--- src/hdl/slkv_pkg.sv ---
// shared types and constants of the segmented lru key/value cache
package slkv_pkg;

  // command codes
  typedef enum logic [1:0] {
    CMD_SET = 2'd0,
    CMD_GET = 2'd1,
    CMD_DEL = 2'd2,
    CMD_NOP = 2'd3
  } slkv_cmd_e;

  localparam int unsigned KEY_W         = 64;
  localparam int unsigned DATA_W        = 64;
  localparam int unsigned CAP_W         = 5;
  localparam logic [CAP_W-1:0] CAP_RESET = 5'd16;

  // key modulo segment count is reduced this many key bits per cycle
  localparam int unsigned KEY_STEP_BITS = 8;
  localparam int unsigned MOD_STEPS     = KEY_W / KEY_STEP_BITS;

  typedef struct packed {
    logic [1:0]        command;
    logic [KEY_W-1:0]  key;
    logic [DATA_W-1:0] value;
  } slkv_req_t;

  typedef struct packed {
    logic              found;
    logic [DATA_W-1:0] read_value;
  } slkv_rsp_t;

  // controller to datapath
  typedef struct packed {
    logic load;
    logic clear_wr;
    logic mod_step;
    logic scan_rd;
    logic upd_rd;
    logic step_clr;
    logic respond;
  } slkv_ctl_t;

  // datapath to controller
  typedef struct packed {
    logic clear_done;
    logic mod_done;
    logic pass_done;
    logic is_nop;
    logic needs_update;
  } slkv_sts_t;

endpackage

--- src/hdl/slkv_ctrl.sv ---
// controller: sequences clear, key reduction, scan, update and response
module slkv_ctrl (
  input  logic                clk_i,
  input  logic                rst_ni,
  input  logic                start_i,
  input  slkv_pkg::slkv_sts_t sts_i,
  output slkv_pkg::slkv_ctl_t ctl_o,
  output logic                busy_o
);
  import slkv_pkg::*;

  typedef enum logic [2:0] {
    S_CLEAR,
    S_IDLE,
    S_MOD,
    S_SCAN,
    S_UPDATE,
    S_RESP
  } state_e;

  state_e state_q;
  state_e state_d;
  logic   busy_q;

  always_comb begin
    ctl_o   = '0;
    state_d = state_q;
    case (state_q)
      S_CLEAR: begin
        ctl_o.clear_wr = 1'b1;
        if (sts_i.clear_done) begin
          ctl_o.step_clr = 1'b1;
          state_d        = S_IDLE;
        end
      end
      S_IDLE: begin
        if (start_i) begin
          ctl_o.load     = 1'b1;
          ctl_o.step_clr = 1'b1;
          state_d        = S_MOD;
        end
      end
      S_MOD: begin
        if (sts_i.is_nop) begin
          state_d = S_RESP;
        end else begin
          ctl_o.mod_step = 1'b1;
          if (sts_i.mod_done) begin
            ctl_o.step_clr = 1'b1;
            state_d        = S_SCAN;
          end
        end
      end
      S_SCAN: begin
        ctl_o.scan_rd = 1'b1;
        if (sts_i.pass_done) begin
          ctl_o.step_clr = 1'b1;
          state_d        = sts_i.needs_update ? S_UPDATE : S_RESP;
        end
      end
      S_UPDATE: begin
        ctl_o.upd_rd = 1'b1;
        if (sts_i.pass_done) begin
          ctl_o.step_clr = 1'b1;
          state_d        = S_RESP;
        end
      end
      S_RESP: begin
        ctl_o.respond = 1'b1;
        state_d       = S_IDLE;
      end
      default: begin
        state_d = S_IDLE;
      end
    endcase
  end

  always_ff @(posedge clk_i or negedge rst_ni) begin
    if (!rst_ni) begin
      state_q <= S_CLEAR;
      busy_q  <= 1'b1;
    end else begin
      state_q <= state_d;
      busy_q  <= (state_d != S_IDLE);
    end
  end

  assign busy_o = busy_q;

endmodule

--- config.mk ---
export PLATFORM = sky130hd
export DESIGN_NAME = slkv_ctrl
export DESIGN_NICKNAME = d
export VERILOG_FILES = /design/src/hdl/slkv_pkg.sv /design/src/hdl/slkv_ctrl.sv
export SDC_FILE = /design/constraint.sdc
export NUM_CORES = 1
export LEC_CHECK = 0
export ABC_AREA = 1
export ABC_CLOCK_PERIOD_IN_PS = 1390
export BUFFER_PORTS_ARGS = -buffer_cell sky130_fd_sc_hd__buf_2
export CORE_AREA = 2 2 39 41
export DETAILED_ROUTE_END_ITERATION = 12
export DIE_AREA = 0 0 41 43
export HOLD_SLACK_MARGIN = 0.02
export SLEW_MARGIN = 10
export SYNTH_ARGS = -nofsm -noshare
export SYNTH_HDL_FRONTEND = slang
export SYNTH_SLANG_ARGS = --single-unit
--- constraint.sdc ---
create_clock -name clk_i -period 1.39 [get_ports clk_i]
set_input_delay 0.0695 -clock clk_i [delete_from_list [all_inputs] [get_ports clk_i]]
set_output_delay 0.0695 -clock clk_i [all_outputs]
set_load 0.05 [all_outputs]
# Word level (Yosys, flattened, before mapping)
# Index checks and enable logic that the tools add are counted.
dict set report word_totals {
  regBits 4
  output_inout_bits 8
  mem_bits_rw 0
  memories 0
  latch_bits 0
  rom_bits 0
  word_cells 31
}
dict set report classes {
  eq_ne 6
  div_mod_pow 0
  order_cmp 0
  n_shift 0
  n_reduce_logical 2
  multipliers 0
  addsub 0
  bitwise 0
  mux 21
}
# operator n
set ops {}
lappend ops {{2-to-1 mux 3 bit} 6}
lappend ops {{one-hot mux 3 bit (5 select lines)} 1}
lappend ops {{2-to-1 mux 1 bit} 13}
lappend ops {{equality test 3 x 2 -> 1 bit (second input constant)} 2}
lappend ops {{equality test 3 bit (second input constant)} 2}
lappend ops {{one-hot mux 1 bit (4 select lines)} 1}
lappend ops {{equality test 3 x 1 -> 1 bit (second input constant)} 1}
lappend ops {{zero test 3 bit} 1}
lappend ops {{!= test 3 x 1 -> 1 bit (second input constant)} 1}
lappend ops {{OR reduction 2 bit} 1}

# Depth between registers and ports, before layout
dict set report depth {
  depth_word 4
  mapped_depth 7
  depth_no_buf 7
}

# Worst setup path before layout
# Ideal clock, no wire load.
dict set report synth_timing {
  path_kind {register -> output}
  from {reg state_q[2]}
  to {out ctl_o[1] in the netlist's numbering}
  path_slack_ps -316
  stages_incl_launch_ff 6
  required_time_ps 1321
  n_path_buf 0
  arrival_ps 1636
  cell_sequence {dfrtp_1 -> inv_2 -> nand3_2 -> nor2_2 -> nand2_1 -> o2111ai_1}
}
# item line_no
set synth_rtl {}
lappend synth_rtl {{start: declaration} slkv_ctrl.sv:21} ;# state_e state_q;
lappend synth_rtl {{start signal: assignment} slkv_ctrl.sv:83} ;# state_q <= state_d;
lappend synth_rtl {{end: declaration} slkv_ctrl.sv:7} ;# output slkv_pkg::slkv_ctl_t ctl_o,

==> flow_summary_export.csv <==
group,metric,value,unit
floorplan,ios,16,
critical_path,cp_max_fo,5,
synth,synthAdderAreaFrac,0,
synth,synth_compound_area_frac,0.0692,
floorplan,placementRows,14,
sta,hold_viol,0,
sta,fmax,708,MHz
power_and_ir_drop,finalPower,1.69,mW
synth,syn_inst,49,
critical_path,crit_path_end_kind,"output pin",
sta,worst_pin_slew,0.250,ns
clock_tree,cts_max_level,1,
cells_and_area,diodes,0,
sta,finalCritPeriodShare,1.02,
cells_and_area,ff_latch_area,103,µm²
synth,synth_top_area_share,0.231,
synth,synth_top_family_by_area,"simple AND/OR/NAND/NOR gates",
clock_tree,cts-root-buf,"clkbuf_4",
drt,route.detailed.drc,0,
synth,ys_top_cells_by_area,"dfrtp_1, inv_1, nor2_2, nand3_2, nor2_1",
cells_and_area,nets,89,
clock_tree,path_clk_slew,0.05,ns
clock_tree,clk_latency,0.24,ns
cells_and_area,syn2layout_area_growth,83.8,%
global_routing,use_met3,0.0314,
worst_hold_path,hold_class,"input pin to async pin",
power_and_ir_drop,p_per_area,2820,nW/µm²
global_routing,use_met1,0.137,
sta,maxSlewHeadroom,0.835,
drt,drtIter0Drc,2,
sta,rsz0062_at_grt,"yes",
synth,synthArstFlopShare,1.00,
placed_design,dp_slack,0.0540,ns
drt,wl_per_cell,10.8,µm
critical_path,arrival,1.34,ns
critical_path,cp.required,1.32,ns
synth,ys_warn_count,0,
cells_and_area,drive_above_1_share,0.613,
sta,setup_tns,-0.0234,ns
drt,drt-vias-per-instance,4.42,
clock_tree,cts_buffers,3,
cells_and_area,nFillCells,156,
placed_design,port_buffers,15,
clock_tree,cts.sinks,4,
synth,synth_edf_count,0,
drt,num_vias,424,
power_and_ir_drop,p_leak,0.342,nW
clock_tree,clk_path_buf_depth,2,
synth,yosysSeqAreaShare,0.312,
drt,detail-route-antenna-nets,0,
global_routing,top_usage_layer,"met2",
cells_and_area,multi_input_area,213,µm²
global_routing,grt_usage,0.138,
global_routing,grt_pass1_vias,405,
critical_path,reg2regPathDepth,6,
global_routing,grt_max_degree,8,
critical_path,r2r-end,"busy_o",
synth,syn_area,325,µm²
global_routing,grt_first_pass_wirelength,1590,µm
synth,netlist.top_cell.by_area,"dfrtp_1",
floorplan,die_w,41,µm
sta,finalClockSkew,0.00793,ns
placed_design,gp_congestion,0.735,
synth,synthSimpleGateAreaFrac,0.481,
drt,drt-total-wl,1040,µm
synth,synth_common_cells,"inv_1, nor2_1, nand2_1",
sta,layout_setup_ws,-0.0234,ns
sta,min_period,1.41,ns
synth,synth.most_common_cell,"inv_1",
synth,synth_flop_cell,"dfrtp_1",
synth,yosysUniqueCellTypes,15,
critical_path,cp-startpoint,"state_q[1]",
floorplan,die_height,43,µm
synth,syn_nets,57,
sta,final-setup-viol-count,1,
critical_path,cp-start-kind,"flip-flop",
synth,post_synth_xor_area_fraction,0,
critical_path,reg2reg_slack,0.13,ns
global_routing,use_met2,0.219,
synth,synth_seq_cells,4,
synth,avgSynthCellArea,6.64,µm²
critical_path,r2r-start,"state_q[0]",
critical_path,path_class,"flip-flop to output pin",
global_routing,grt_antenna_before_repair,0,
sta,drv_slew,0,
clock_tree,cts_tree,"done",
synth,synthMuxAreaShare,0,
run_status,outcome,"finished, violations left",
power_and_ir_drop,peakVddDrop,0.857,mV
floorplan,start_util,0.235,
floorplan,dieArea,1760,µm²
floorplan,core_area,1380,µm²
run,max_cap_violations,0,
run_status,violations,"setup timing",
global_routing,overflow,0,
drt,firstDrtPassIters,4,
placed_design,hpwl,610,µm
## worst max-delay path, stage by stage (launching register included)
cell and delay, ns:
dfrtp_1 0.40, buf_6 0.16, nand3_4 0.10, nor2_4 0.11, nand2_2 0.06, o2111ai_2 0.09
buf_6 0.18
## placed cells by master, fill, tap and decap left out
master | synthesis | final
nor2_4 | 0 | 2
nand3_1 | 3 | 3
nor2_2 | 5 | 3
buf_2 | 0 | 11
dlygate4sd3_1 | 0 | 1
buf_4 | 0 | 11
o21ai_1 | 1 | 1
inv_2 | 1 | 2
nand4_1 | 1 | 1
dfrtp_1 | 3 | 2
nor2_1 | 8 | 8
inv_1 | 11 | 9
nand3_2 | 3 | 2
a21oi_2 | 1 | 1
o2111ai_2 | 0 | 1
nor3_2 | 0 | 1
nand2_1 | 7 | 5
dfrtp_2 | 0 | 1
nand2_2 | 2 | 4
nand3_4 | 0 | 1
dfstp_2 | 1 | 1
inv_4 | 0 | 1
clkbuf_1 | 0 | 1
buf_6 | 0 | 3
clkbuf_4 | 0 | 4
## per-layer routing
metal	vias to the layer above	share of wire
li1	210	-
met1	190	0.33
met2	16	0.56
met3	8	0.055
met4	0	0.057
met5	-	0
## worst max path at each step
stage	endpoint	slack (ns)	depth (start not counted)
after global routing	ctl_o[1]	-0.1	5
after CTS	ctl_o[1]	-0.07	6
after global placement	ctl_o[1]	0.07	6
after floorplan	ctl_o[1]	-0.21	3
final	ctl_o[1]	-0.02	6
after detailed placement	ctl_o[1]	0.05	6
## per-stage QoR
stage | utilization | cell area, µm² | hold WS, ns | instances
6_report | 0.432 | 598 | 0.160 | 96
2_1_floorplan | - | 335 | -0.226 | 49
3_5_place_dp | 0.322 | 445 | -0.123 | 82
4_1_cts | 0.402 | 557 | 0.151 | 94
3_3_place_gp | 0.322 | 445 | -0.124 | 82
5_1_grt | 0.432 | 598 | 0.154 | 96
## cells by family after synthesis
| kind of cell | Yosys count |
|---|---|
| compound gates | 3 |
| buf+inv | 12 |
| flops | 4 |
| simple gates | 30 |
## report_power, final
part	internal (mW)	switching, mW	leakage [nW]
Sequential	0.187	0.0582	0.0477
Combinational	0.473	0.801	0.279
Clock	0.108	0.0570	0.0150
## sequential cells by signal, summed over array words and instances, names as in the netlist
signal   count
state_q      3
busy_o       1
## cell type report
type / count / area share
sequential: 4 / 0.172
multi-input combinational: 33 / 0.356
clock buffer: 4 / 0.0439
timing repair buffer: 27 / 0.316
inverter: 12 / 0.0795
tap: 16 / 0.0335
## repair_timing
| item | 4_1_cts | 5_1_grt |
|---|---|---|
| setup buffers | 7 | 2 |
| hold endpoints to repair | 4 | 0 |
| pin swaps | 2 | 2 |
| gates resized for setup | 7 | 10 |
| setup endpoints to repair | 3 | 4 |
| hold buffers | 1 | 0 |
Power figures use the tool's default switching activity.
